`config.mk`:
```
export PLATFORM = sky130hd
export DESIGN_NAME = code128_symbol_to_text_decoder
export DESIGN_NICKNAME = d
export VERILOG_FILES = /design/src/rtl/c128d_pkg.sv /design/src/rtl/c128d_step.sv /design/src/rtl/code128_symbol_to_text_decoder.sv
export SDC_FILE = /design/constraint.sdc
export NUM_CORES = 1
export LEC_CHECK = 0
export BUFFER_PORTS_ARGS = -buffer_cell sky130_fd_sc_hd__buf_2
export CORE_AREA = 10 10 195 197
export CTS_BUF_LIST = sky130_fd_sc_hd__clkbuf_4
export CTS_CLUSTER_DIAMETER = 150
export CTS_CLUSTER_SIZE = 12
export DETAILED_ROUTE_END_ITERATION = 16
export DIE_AREA = 0 0 205 207
export PLACE_DENSITY = 0.55
export SKIP_CTS_REPAIR_TIMING = 1
export SYNTH_ARGS = -nofsm -noshare
export SYNTH_HDL_FRONTEND = slang
export SYNTH_HIERARCHICAL = 1
export SYNTH_SLANG_ARGS = --single-unit
```
`constraint.sdc`:
```
create_clock -name clk -period 12.8 [get_ports clk]
set_input_delay 1.28 -clock clk [delete_from_list [all_inputs] [get_ports clk]]
set_output_delay 1.28 -clock clk [all_outputs]
set_load 0.02 [all_outputs]
```
`src/rtl/c128d_pkg.sv`:
```
// shared types, symbol codes and helper functions for the code 128 decoder
`timescale 1ns / 1ps

package c128d_pkg;

	// symbol values with a fixed meaning
	localparam logic [6:0] SYM_FNC3    = 7'd96;
	localparam logic [6:0] SYM_FNC2    = 7'd97;
	localparam logic [6:0] SYM_SHIFT   = 7'd98;
	localparam logic [6:0] SYM_CODE_C  = 7'd99;
	localparam logic [6:0] SYM_CODE_B  = 7'd100;
	localparam logic [6:0] SYM_CODE_A  = 7'd101;
	localparam logic [6:0] SYM_FNC1    = 7'd102;
	localparam logic [6:0] SYM_START_A = 7'd103;
	localparam logic [6:0] SYM_START_C = 7'd105;
	localparam logic [6:0] SYM_STOP    = 7'd106;
	localparam logic [6:0] SYM_HIGH_A  = 7'd64;

	// checksum modulus
	localparam logic [6:0] CHECK_MOD   = 7'd103;

	// code sets
	localparam logic [1:0] SET_A = 2'd0;
	localparam logic [1:0] SET_B = 2'd1;
	localparam logic [1:0] SET_C = 2'd2;

	// result kinds
	localparam logic [1:0] KIND_TEXT    = 2'd0;
	localparam logic [1:0] KIND_END_OK  = 2'd1;
	localparam logic [1:0] KIND_END_BAD = 2'd2;
	localparam logic [1:0] KIND_REJECT  = 2'd3;

	// symbology modifiers
	localparam logic [1:0] MOD_PLAIN = 2'd0;
	localparam logic [1:0] MOD_GS1   = 2'd1;
	localparam logic [1:0] MOD_AIM   = 2'd2;

	// text bytes and offsets
	localparam logic [7:0] BYTE_GS      = 8'd29;
	localparam logic [7:0] BYTE_ZERO    = 8'h30;
	localparam logic [7:0] OFS_PLAIN    = 8'd32;
	localparam logic [7:0] OFS_HIGH     = 8'd160;
	localparam logic [7:0] OFS_CTRL     = 8'd64;

	// decoder state between items
	typedef struct packed {
		logic       active;
		logic [1:0] code_set;
		logic       shift_pending;
		logic       fnc4_latched;
		logic       fnc4_once;
		logic       init_seen;
		logic [1:0] ident_mode;
		logic [1:0] text_length;
		logic       lead0_digit;
		logic       lead0_letter;
		logic       lead1_digit;
		logic [1:0] held_count;
		logic [6:0] held_symbol;
		logic [6:0] position_mod;
		logic [6:0] check_sum;
		logic [1:0] data_count;
	} state_t;

	// one result item
	typedef struct packed {
		logic [1:0] kind;
		logic [1:0] char_count;
		logic [7:0] first_char;
		logic [7:0] second_char;
		logic [1:0] modifier;
		logic       reader_init;
	} res_t;

	// swap between sets a and b, anything else goes to a
	function automatic logic [1:0] toggle_ab(input logic [1:0] s);
		return (s == SET_A) ? SET_B : SET_A;
	endfunction

	function automatic logic is_digit(input logic [7:0] b);
		return (b >= 8'h30) && (b <= 8'h39);
	endfunction

	function automatic logic is_letter(input logic [7:0] b);
		return ((b >= 8'h41) && (b <= 8'h5a)) || ((b >= 8'h61) && (b <= 8'h7a));
	endfunction

	// tens digit of a value below 100, by reciprocal multiply
	function automatic logic [3:0] tens_of(input logic [6:0] code);
		logic [14:0] p;
		p = 15'(code) * 15'd205;
		return p[14:11];
	endfunction

	// x mod 103 by folding: 128 is 25 mod 103
	function automatic logic [6:0] mod103(input logic [13:0] x);
		logic [11:0] a;
		logic [9:0]  b;
		logic [8:0]  c;
		a = (12'(x[13:7]) << 4) + (12'(x[13:7]) << 3) + 12'(x[13:7]) + 12'(x[6:0]);
		b = (10'(a[11:7]) << 4) + (10'(a[11:7]) << 3) + 10'(a[11:7]) + 10'(a[6:0]);
		c = (9'(b[9:7]) << 4) + (9'(b[9:7]) << 3) + 9'(b[9:7]) + 9'(b[6:0]);
		if (c >= 9'd206) begin
			c = c - 9'd206;
		end else if (c >= 9'd103) begin
			c = c - 9'd103;
		end
		return c[6:0];
	endfunction

endpackage

```
`src/rtl/c128d_step.sv`:
```
// next-state and result logic for one code 128 symbol
`timescale 1ns / 1ps

module c128d_step (
	input  c128d_pkg::state_t st,
	input  logic [7:0]        held0,
	input  logic [7:0]        held1,
	input  logic [6:0]        symbol,
	output c128d_pkg::state_t st_d,
	output logic [7:0]        held0_d,
	output logic [7:0]        held1_d,
	output logic              emit,
	output c128d_pkg::res_t   res
);

	// digit split for code set c
	logic [3:0] tens;
	logic [3:0] ones;
	logic [6:0] ones_full;
	logic [13:0] weighted;

	assign tens      = c128d_pkg::tens_of(symbol);
	assign ones_full = symbol - 7'(tens) * 7'd10;
	assign ones      = ones_full[3:0];

	// running checksum term for the previous body symbol
	assign weighted = 14'(st.position_mod) * 14'(st.held_symbol) + 14'(st.check_sum);

	// decode one symbol
	always_comb begin
		c128d_pkg::state_t n;
		logic [1:0] nb;
		logic [7:0] b0;
		logic [7:0] b1;
		logic [1:0] cur;
		logic       fnc1;
		logic       fnc1_c;
		logic       reject;
		logic       plain;
		logic [2:0] tl_sum;
		logic [7:0] v;

		n      = st;
		nb     = 2'd0;
		b0     = 8'd0;
		b1     = 8'd0;
		fnc1   = 1'b0;
		fnc1_c = 1'b0;
		reject = 1'b0;
		cur    = (st.code_set == c128d_pkg::SET_B) ? c128d_pkg::SET_B : c128d_pkg::SET_A;
		plain  = (st.fnc4_latched == st.fnc4_once);
		tl_sum = 3'd0;
		v      = 8'd0;
		emit   = 1'b0;
		res    = '0;
		held0_d = held0;
		held1_d = held1;

		if (!st.active) begin
			// idle: only a start code matters
			if (symbol >= c128d_pkg::SYM_START_A && symbol <= c128d_pkg::SYM_START_C) begin
				n              = '0;
				n.active       = 1'b1;
				n.code_set     = 2'(symbol - c128d_pkg::SYM_START_A);
				n.check_sum    = 7'(symbol - c128d_pkg::SYM_START_A);
				n.position_mod = 7'd1;
			end
		end else if (symbol == c128d_pkg::SYM_STOP) begin
			// stop: verify checksum
			emit = 1'b1;
			if (st.data_count < 2'd2) begin
				res.kind = c128d_pkg::KIND_REJECT;
			end else begin
				res.kind        = (st.check_sum == st.held_symbol) ?
					c128d_pkg::KIND_END_OK : c128d_pkg::KIND_END_BAD;
				res.modifier    = st.ident_mode;
				res.reader_init = st.init_seen;
			end
			n = '0;
		end else if (symbol >= c128d_pkg::SYM_START_A) begin
			// start code or out-of-range value inside a symbol
			emit     = 1'b1;
			res.kind = c128d_pkg::KIND_REJECT;
			n        = '0;
		end else begin
			if (st.code_set == c128d_pkg::SET_C) begin
				// code set c: digit pairs 00 to 99
				if (symbol < c128d_pkg::SYM_CODE_B) begin
					nb = 2'd2;
					b0 = c128d_pkg::BYTE_ZERO + 8'(tens);
					b1 = c128d_pkg::BYTE_ZERO + 8'(ones);
				end else if (symbol == c128d_pkg::SYM_FNC1) begin
					fnc1   = 1'b1;
					fnc1_c = 1'b1;
				end else begin
					n.code_set = (symbol == c128d_pkg::SYM_CODE_A) ?
						c128d_pkg::SET_A : c128d_pkg::SET_B;
				end
			end else begin
				// code sets a and b
				if (symbol == c128d_pkg::SYM_FNC1) begin
					fnc1 = 1'b1;
				end else if (symbol == c128d_pkg::SYM_FNC2) begin
					n.init_seen = st.init_seen;
				end else if (symbol == c128d_pkg::SYM_FNC3) begin
					n.init_seen = 1'b1;
				end else if (symbol == c128d_pkg::SYM_SHIFT) begin
					if (st.shift_pending) begin
						reject = 1'b1;
					end
					n.shift_pending = 1'b1;
					n.code_set      = c128d_pkg::toggle_ab(cur);
				end else if (symbol == c128d_pkg::SYM_CODE_A || symbol == c128d_pkg::SYM_CODE_B) begin
					// switch set, or fnc4 when already in that set
					if ((symbol == c128d_pkg::SYM_CODE_A) == (cur == c128d_pkg::SET_A)) begin
						if (st.fnc4_once) begin
							n.fnc4_latched = ~st.fnc4_latched;
						end
						n.fnc4_once = ~st.fnc4_once;
					end else begin
						n.code_set = (symbol == c128d_pkg::SYM_CODE_A) ?
							c128d_pkg::SET_A : c128d_pkg::SET_B;
					end
				end else if (symbol == c128d_pkg::SYM_CODE_C) begin
					n.code_set = c128d_pkg::SET_C;
				end else begin
					// plain text character
					if (cur == c128d_pkg::SET_A && symbol >= c128d_pkg::SYM_HIGH_A) begin
						v = plain ? 8'(symbol) - c128d_pkg::OFS_CTRL : 8'(symbol) + c128d_pkg::OFS_CTRL;
					end else begin
						v = plain ? 8'(symbol) + c128d_pkg::OFS_PLAIN : 8'(symbol) + c128d_pkg::OFS_HIGH;
					end
					nb          = 2'd1;
					b0          = v;
					n.fnc4_once = 1'b0;
				end
				// a shift applies to one symbol only
				if (st.shift_pending) begin
					n.code_set      = c128d_pkg::toggle_ab(n.code_set);
					n.shift_pending = 1'b0;
				end
			end

			// fnc1: gs1 at front, aim after one letter or two digits, else a gs byte
			if (fnc1) begin
				if (st.text_length == 2'd0) begin
					n.ident_mode = c128d_pkg::MOD_GS1;
				end else if ((fnc1_c && st.text_length == 2'd2 && st.lead0_digit && st.lead1_digit)
						|| (!fnc1_c && st.text_length == 2'd1 && st.lead0_letter)) begin
					n.ident_mode = c128d_pkg::MOD_AIM;
				end else begin
					nb = 2'd1;
					b0 = c128d_pkg::BYTE_GS;
				end
			end

			// remember the class of the first two text bytes
			if (nb != 2'd0 && st.text_length == 2'd0) begin
				n.lead0_digit  = c128d_pkg::is_digit(b0);
				n.lead0_letter = c128d_pkg::is_letter(b0);
			end
			if (nb != 2'd0 && st.text_length == 2'd1) begin
				n.lead1_digit = c128d_pkg::is_digit(b0);
			end
			if (nb == 2'd2 && st.text_length == 2'd0) begin
				n.lead1_digit = c128d_pkg::is_digit(b1);
			end
			tl_sum        = 3'(st.text_length) + 3'(nb);
			n.text_length = (tl_sum > 3'd3) ? 2'd3 : tl_sum[1:0];

			if (reject) begin
				emit     = 1'b1;
				res.kind = c128d_pkg::KIND_REJECT;
				n        = '0;
			end else begin
				// checksum over body symbols, check symbol excluded by the one-symbol lag
				if (st.data_count != 2'd0) begin
					n.check_sum    = c128d_pkg::mod103(weighted);
					n.position_mod = (st.position_mod == c128d_pkg::CHECK_MOD - 7'd1) ?
						7'd0 : st.position_mod + 7'd1;
				end
				n.held_symbol = symbol;
				n.data_count  = (st.data_count == 2'd2) ? 2'd2 : st.data_count + 2'd1;

				// release the text held from the previous symbol
				if (st.held_count != 2'd0) begin
					emit            = 1'b1;
					res.kind        = c128d_pkg::KIND_TEXT;
					res.char_count  = st.held_count;
					res.first_char  = held0;
					res.second_char = (st.held_count > 2'd1) ? held1 : 8'd0;
				end
				n.held_count = nb;
				held0_d      = b0;
				held1_d      = b1;
			end
		end

		st_d = n;
	end

endmodule

```
`src/rtl/code128_symbol_to_text_decoder.sv`:
```
// top level of the code 128 symbol-to-text decoder
`timescale 1ns / 1ps

// Decodes a stream of Code 128 symbol values (0-106) into text bytes. A start
// code opens a symbol; each later body symbol releases the text of the one
// before it, so the check symbol's text never appears. The stop code gives an
// end item with checksum status, symbology modifier and reader-init flag, or a
// reject item. One symbol is taken every clock while in_ready is high: all
// decode, including the mod-103 multiply-add of the checksum, sits between
// the state register and the result register, which is loaded when its
// symbol is taken. A waiting result holds while out_ready is low; a new
// symbol is taken when out_ready is high or no result is waiting.

module code128_symbol_to_text_decoder (
	input  logic       clk,
	input  logic       arst_n,
	input  logic       in_valid,
	output logic       in_ready,
	input  logic [6:0] symbol,
	output logic       out_valid,
	input  logic       out_ready,
	output logic [1:0] kind,
	output logic [1:0] char_count,
	output logic [7:0] first_char,
	output logic [7:0] second_char,
	output logic [1:0] modifier,
	output logic       reader_init
);

	c128d_pkg::state_t st_q;
	c128d_pkg::state_t st_d;
	c128d_pkg::res_t   res_d;
	c128d_pkg::res_t   res_q;
	logic [7:0]        held0_q;
	logic [7:0]        held1_q;
	logic [7:0]        held0_d;
	logic [7:0]        held1_d;
	logic              emit;
	logic              out_valid_q;
	logic              accept;

	// handshake
	assign accept   = in_valid && in_ready;
	assign in_ready = !out_valid_q || out_ready;

	// per-symbol decode
	c128d_step u_step (
		.st      (st_q),
		.held0   (held0_q),
		.held1   (held1_q),
		.symbol  (symbol),
		.st_d    (st_d),
		.held0_d (held0_d),
		.held1_d (held1_d),
		.emit    (emit),
		.res     (res_d)
	);

	// decoder state and result valid
	always_ff @(posedge clk or negedge arst_n) begin
		if (!arst_n) begin
			st_q        <= '0;
			out_valid_q <= 1'b0;
		end else begin
			if (accept) begin
				st_q        <= st_d;
				out_valid_q <= emit;
			end else if (out_ready) begin
				out_valid_q <= 1'b0;
			end
		end
	end

	// held text bytes and result payload
	always_ff @(posedge clk) begin
		if (accept) begin
			held0_q <= held0_d;
			held1_q <= held1_d;
		end
		if (accept && emit) begin
			res_q <= res_d;
		end
	end

	assign out_valid   = out_valid_q;
	assign kind        = res_q.kind;
	assign char_count  = res_q.char_count;
	assign first_char  = res_q.first_char;
	assign second_char = res_q.second_char;
	assign modifier    = res_q.modifier;
	assign reader_init = res_q.reader_init;

	// an end or reject item carries no text
	assert property (@(posedge clk) disable iff (!arst_n)
		out_valid_q && res_q.kind != c128d_pkg::KIND_TEXT |-> res_q.char_count == 2'd0)
		else $error("end item carries text");

	// a text item carries one or two bytes
	assert property (@(posedge clk) disable iff (!arst_n)
		out_valid_q && res_q.kind == c128d_pkg::KIND_TEXT |->
			(res_q.char_count == 2'd1 || res_q.char_count == 2'd2))
		else $error("text item with bad byte count");

	// an idle decoder never produces an item
	assert property (@(posedge clk) disable iff (!arst_n)
		accept && !st_q.active |=> !out_valid_q)
		else $error("item produced while idle");

	// an end or reject leaves the decoder idle
	assert property (@(posedge clk) disable iff (!arst_n)
		accept && emit && res_d.kind != c128d_pkg::KIND_TEXT |=> !st_q.active)
		else $error("still active after end of symbol");

	// checksum and weight stay reduced
	assert property (@(posedge clk) disable iff (!arst_n)
		st_q.check_sum < c128d_pkg::CHECK_MOD && st_q.position_mod < c128d_pkg::CHECK_MOD)
		else $error("checksum state out of range");

endmodule

```
==> Word-level counts from Yosys, hierarchy flattened <==
Cells that the tools add are included.
{ "op_classes": {"eq_ne": 40, "n_mul": 3, "n_reduce_logical": 44, "n_lt_le_gt_ge": 17, "n_bitwise": 8, "mux": 114, "n_addsub": 23} }
{ "op_table": {"columns": ["operator", "count"], "rows": [
  ["two-way mux 8 bit", 22],
  ["two-way mux 39 bit", 4],
  ["two-way mux 2 bit", 33],
  ["equality test 7 bit, second input constant", 9],
  ["two-way mux 1 bit", 40],
  ["inequality test 6 x 4 -> 1 bit, second input constant", 6],
  ["two-way mux 6 bit", 5],
  ["inequality test 5 x 1 -> 1 bit, second input constant", 6],
  ["two-way mux 14 bit", 2],
  ["two-way mux 25 bit", 1],
  ["inequality test 5 x 3 -> 1 bit, second input constant", 5],
  ["adder 12 x 7 -> 12 bit", 2],
  ["two-way mux 7 bit", 3],
  ["subtractor 7 bit, second input constant", 3],
  ["greater-or-equal comparator 8 x 6 -> 1 bit, second input constant", 2],
  ["greater-or-equal comparator 8 x 7 -> 1 bit, second input constant", 2],
  ["less-or-equal comparator 8 x 6 -> 1 bit, second input constant", 2],
  ["less-or-equal comparator 8 x 7 -> 1 bit, second input constant", 2],
  ["logical AND 1 bit", 16],
  ["multiplier 7 x 8 -> 15 bit, second input constant", 1],
  ["adder 14 x 7 -> 14 bit", 1],
  ["adder 6 x 4 -> 7 bit, first input constant", 2],
  ["greater-or-equal comparator 7 bit, second input constant", 2],
  ["multiplier 7 x 7 -> 14 bit", 1],
  ["50 further kinds", 77]
]} }
{ "totals": {"inputBits": 11, "register_bits": 79, "output_inout_bits": 25, "wordCells": 274} }

==> Logic depth before layout (Yosys ltp) <==
{ "logic_depth": {"depth_word": 26, "ltp_mapped": 57, "depth_no_buf": 56} }

==> Cells and area by module <==
The synthesis kept the hierarchy.
{ "by_module_without_submodules": {"columns": ["module", "area_per_inst_um2", "seq_area_each_um2", "n_inst", "cells_per_inst"], "rows": [
  ["c128d_step", 7221.9, 0.0, 1, 977],
  ["code128_symbol_to_text_decoder", 2845.2, 2172.1, 1, 128]
]} }

==> Worst setup path before layout <==
OpenSTA, ideal clock, no wires.
{ "synth_timing": {"path_kind": "reg-to-reg", "startpoint": "register st_q[9] (netlist bit)", "endpoint": "register st_q[8] (netlist bit)", "path_slack_ns": 1.517, "t_arrival_ns": 11.158, "synth_period_minus_slack_ns": 11.283, "stages_incl_launch_ff": 53, "cell_sequence": "dfrtp_1 > clkbuf_1 > nand2_1 > fa_1 > fa_1 > inv_1 > ha_1 > inv_1 > fa_1 > inv_1 > ha_1 > a21o_1 > a21oi_1 > o21bai_1 > a21oi_1 > o21bai_1 > a21oi_1 > xnor2_1 > [17 not listed] > nand2b_1 > a21oi_1 > a21o_1 > a21oi_1 > xnor2_1 > ha_1 > ha_1 > inv_1 > fa_1 > nand2b_1 > a21oi_1 > xor2_1 > o31ai_1 > o21ai_2 > o32a_1 > o22ai_1 > a221o_1 > mux2_4"} }
{ "synth_rtl": {"columns": ["element", "line_no", "text"], "rows": [
  ["start: declaration", "code128_symbol_to_text_decoder.sv:30", "c128d_pkg::state_t st_q;"],
  ["start signal: assignment", "code128_symbol_to_text_decoder.sv:66", "st_q <= st_d;"]
]} }

==> impl_metrics.py <==
metrics = {
    "timing": {
        "rsz_0062_raised_after_global_routing": "false",
        "period_utilization": 0.930,
        "skew_ns": 0.0195,
        "finalSetupViolations": 0,
        "setup-tns-final_ns": 0,
        "fmaxAchievable_mhz": 84.0,
        "finalWorstPathRequiredPeriod_ns": 11.91,
        "slew_viol_final": 0,
        "final-hold-violation-count": 0,
        "slew-limit-headroom": 0.208,
        "worst_pin_slew_ns": 1.18,
    },
    "placed_design": {
        "finalWeightedCongestion": 0.838,
        "place.port_buffers": 35,
        "place_hpwl_um": 17900,
    },
    "yosys": {
        "yosysTopAreaCell": "sky130_fd_sc_hd__ha_1",
        "yosys_most_used_dff": "sky130_fd_sc_hd__dfrtp_1",
        "postSynthRegisterBits": 79,
        "synth_common_cells": "145 x sky130_fd_sc_hd__ha_1, 139 x sky130_fd_sc_hd__inv_1, 107 x sky130_fd_sc_hd__nand2_1",
        "synth.lib_cells_used.distinct": 85,
        "synth.yosys.seq_area_share": 0.216,
        "mappedNetlistNets": 1313,
        "netlist_instances": 1105,
        "synth.area.top_cells": "sky130_fd_sc_hd__ha_1 18%, sky130_fd_sc_hd__edfxtp_1 12%, sky130_fd_sc_hd__fa_1 10%",
        "post-synth-top-count-cell": "sky130_fd_sc_hd__ha_1",
        "synthesis.yosys.warnings": 6,
        "netlist.area_leader.share": 0.180,
        "synth_async_sr_flop_share": 0.506,
        "synth_area_um2": 10100,
        "synth_enable_flop_cells": 39,
        "mean_post_synth_cell_area_um2": 9.11,
    },
    "clocking": {
        "clkLatencyLatePin_ns": 0.44,
        "cts_num_sinks": 79,
        "htree_num_levels": 3,
        "cts_tree": "done",
        "cts_made_buffers": 9,
        "clock_path_buffers": 2,
        "clk_root_buffer_cell": "sky130_fd_sc_hd__clkbuf_4",
        "clkSlewWorstSetupHoldPaths_ns": 0.14,
    },
    "die": {
        "floorplan.rows": 68,
        "fp.coreArea_um2": 34100,
        "chipWidth_um": 205,
        "die_area_um2": 42400,
        "initial_utilization": 0.295,
        "die_height_um": 207,
        "design.portCount": 36,
    },
    "global_route": {
        "global_route_wire_length_before_repair_um": 39200,
        "first_global_vias": 7672,
        "grt_use_total": 0.109,
        "grt_max_degree": 41,
        "globalRoute.totalOverflow": 0,
        "grt_antenna_before_repair": 1,
    },
    "power": {
        "power.density_nw_per_um2": 245,
        "leakage_power_nw": 5.28,
        "worst_ir_drop_vdd_mv": 0.137,
        "power.total_mw": 2.64,
    },
    "critical_path": {
        "end_kind": "flip-flop",
        "critical_path_required_ns": 13.14,
        "arrival_ns": 12.25,
        "worst_setup_path_start_kind": "flip-flop",
        "cpPeakStageDelay_ns": 0.55,
        "worstSetupPathType": "reg -> reg",
        "critPathSlowestCell": "sky130_fd_sc_hd__dfrtp_1",
        "crit_path_max_fanout": 10,
        "cp_common_cell": "sky130_fd_sc_hd__a21oi_1",
    },
    "drt": {
        "drt-vias-per-instance": 4.85,
        "via_count": 7645,
        "post_drt_wl_per_cell_um": 14.8,
        "drt_pass1_iterations": 6,
        "drt-initial-drc-count": 458,
        "antenna_left": 0,
        "number_of_remaining_drc_errors": 0,
        "wirelength_um": 23300,
    },
    "final_layout": {
        "num-nets-final": 1323,
        "drive_gt1_frac": 0.112,
        "syn2layout_area_growth_pct": 7.25,
    },
    "min_path": {
        "hp-class": "reg -> reg",
    },
    "outcome": {
        "outcome": "completed",
    },
    "run": {
        "drv.max_cap_violation_count": 0,
    },
}
-- layout make-up --
type	instances	area (µm²)
Antenna cell	1	2.50
Multi-Input combinational cell	844	7200
Tap cell	455	569
Sequential cell	79	2180
Clock inverter	6	37.5
Fill cell	3542	23300
Clock buffer	9	67.6
Timing Repair Buffer	41	220
Inverter	140	526
-- placed cells by master, fill, tap and decap left out, types with 7 or more instances in the layout --
cell and instances:
sky130_fd_sc_hd__xnor2_1 46, sky130_fd_sc_hd__nand3_1 22, sky130_fd_sc_hd__o21bai_1 9, sky130_fd_sc_hd__edfxtp_1 39, sky130_fd_sc_hd__mux2_4 39, sky130_fd_sc_hd__clkbuf_4 9
sky130_fd_sc_hd__nor4_1 7, sky130_fd_sc_hd__nand2_1 107, sky130_fd_sc_hd__dfrtp_1 36, sky130_fd_sc_hd__xor2_1 18, sky130_fd_sc_hd__fa_1 52, sky130_fd_sc_hd__and2_1 56
sky130_fd_sc_hd__ha_1 145, sky130_fd_sc_hd__inv_1 139, sky130_fd_sc_hd__o31ai_1 10, sky130_fd_sc_hd__o21ai_1 9, sky130_fd_sc_hd__nand2b_1 11, sky130_fd_sc_hd__a21o_1 18
sky130_fd_sc_hd__nor2_1 54, sky130_fd_sc_hd__buf_2 35, sky130_fd_sc_hd__mux2i_1 8, sky130_fd_sc_hd__and3_1 11, sky130_fd_sc_hd__nor3_1 17, sky130_fd_sc_hd__a21oi_1 50
sky130_fd_sc_hd__o21ai_0 44
-- registers in the layout (all words and copies together) (netlist names) --
register and count:
char_count 2, first_char 8, held0_q 8, held1_q 8, kind 2, modifier 2, out_valid 1, reader_init 1
second_char 8, st_q 39
-- cell families after synthesis --
logic type                 count (synthesis)  share of synthesized area
DFF                                       79                      0.216
and+or+nand+nor                          323                      0.163
xor gates and xnor gates                  67                     0.0590
adders and majority gates                198                      0.285
buffers and inverters                    182                     0.0725
AOI/OAI and AO/OA                        209                      0.139
muxes                                     47                     0.0661
-- metrics by stage --
stage               cells  worst slack (ns)  hold slack (ns)   util  cell area [µm²]
finish               1575             0.891            0.542  0.316            10800
global placement     1557             0.883            0.510  0.312            10600
global route         1575           0.00342            0.551  0.316            10800
detailed placement   1557             0.607            0.517  0.312            10600
CTS                  1572             0.526            0.545  0.315            10700
floorplan            1105              1.52            0.479      -            10100
-- final timing paths --
| path | from | end | slack [ns] | depth (start not counted) |
|---|---|---|---|---|
| max | st_q[18] | st_q[8] | 0.89 | 52 |
| min | st_q[31] | st_q[31] | 0.54 | 1 |
| max reg2reg | st_q[18] | st_q[8] | 0.89 | 52 |
| min reg2reg | st_q[31] | st_q[31] | 0.54 | 1 |
| max in group asynchronous | arst_n | st_q[17] | 11.48 | 2 |
| min in group asynchronous | arst_n | out_valid | 0.89 | 2 |
-- routing by layer --
layer / wire (µm) / track usage / share of wire
met5: 0 / 0 / 0
met4: 170 / 0.0200 / 0.0073
met3: 648 / 0.00983 / 0.028
met2: 11200 / 0.185 / 0.48
met1: 11300 / 0.148 / 0.49
-- report_power, final --
group          internal [mW]  switching (mW)  total, mW
Sequential             0.363           0.111      0.473
Clock                 0.0382          0.0917      0.130
Combinational          0.861            1.18       2.04
Total                   1.26            1.38       2.64
-- worst max-delay path: cells and delay by family (launching register included) --
family	cells	cell delay (ns)
DFF	1	0.55
and+or+nand+nor	5	0.65
AOI/OAI and AO/OA	21	3.80
buffers and inverters	7	0.39
muxes	1	0.27
xor gates and xnor gates	4	0.83
adders and majority gates	14	5.33
Note: power is estimated with default switching activity, not from simulation.
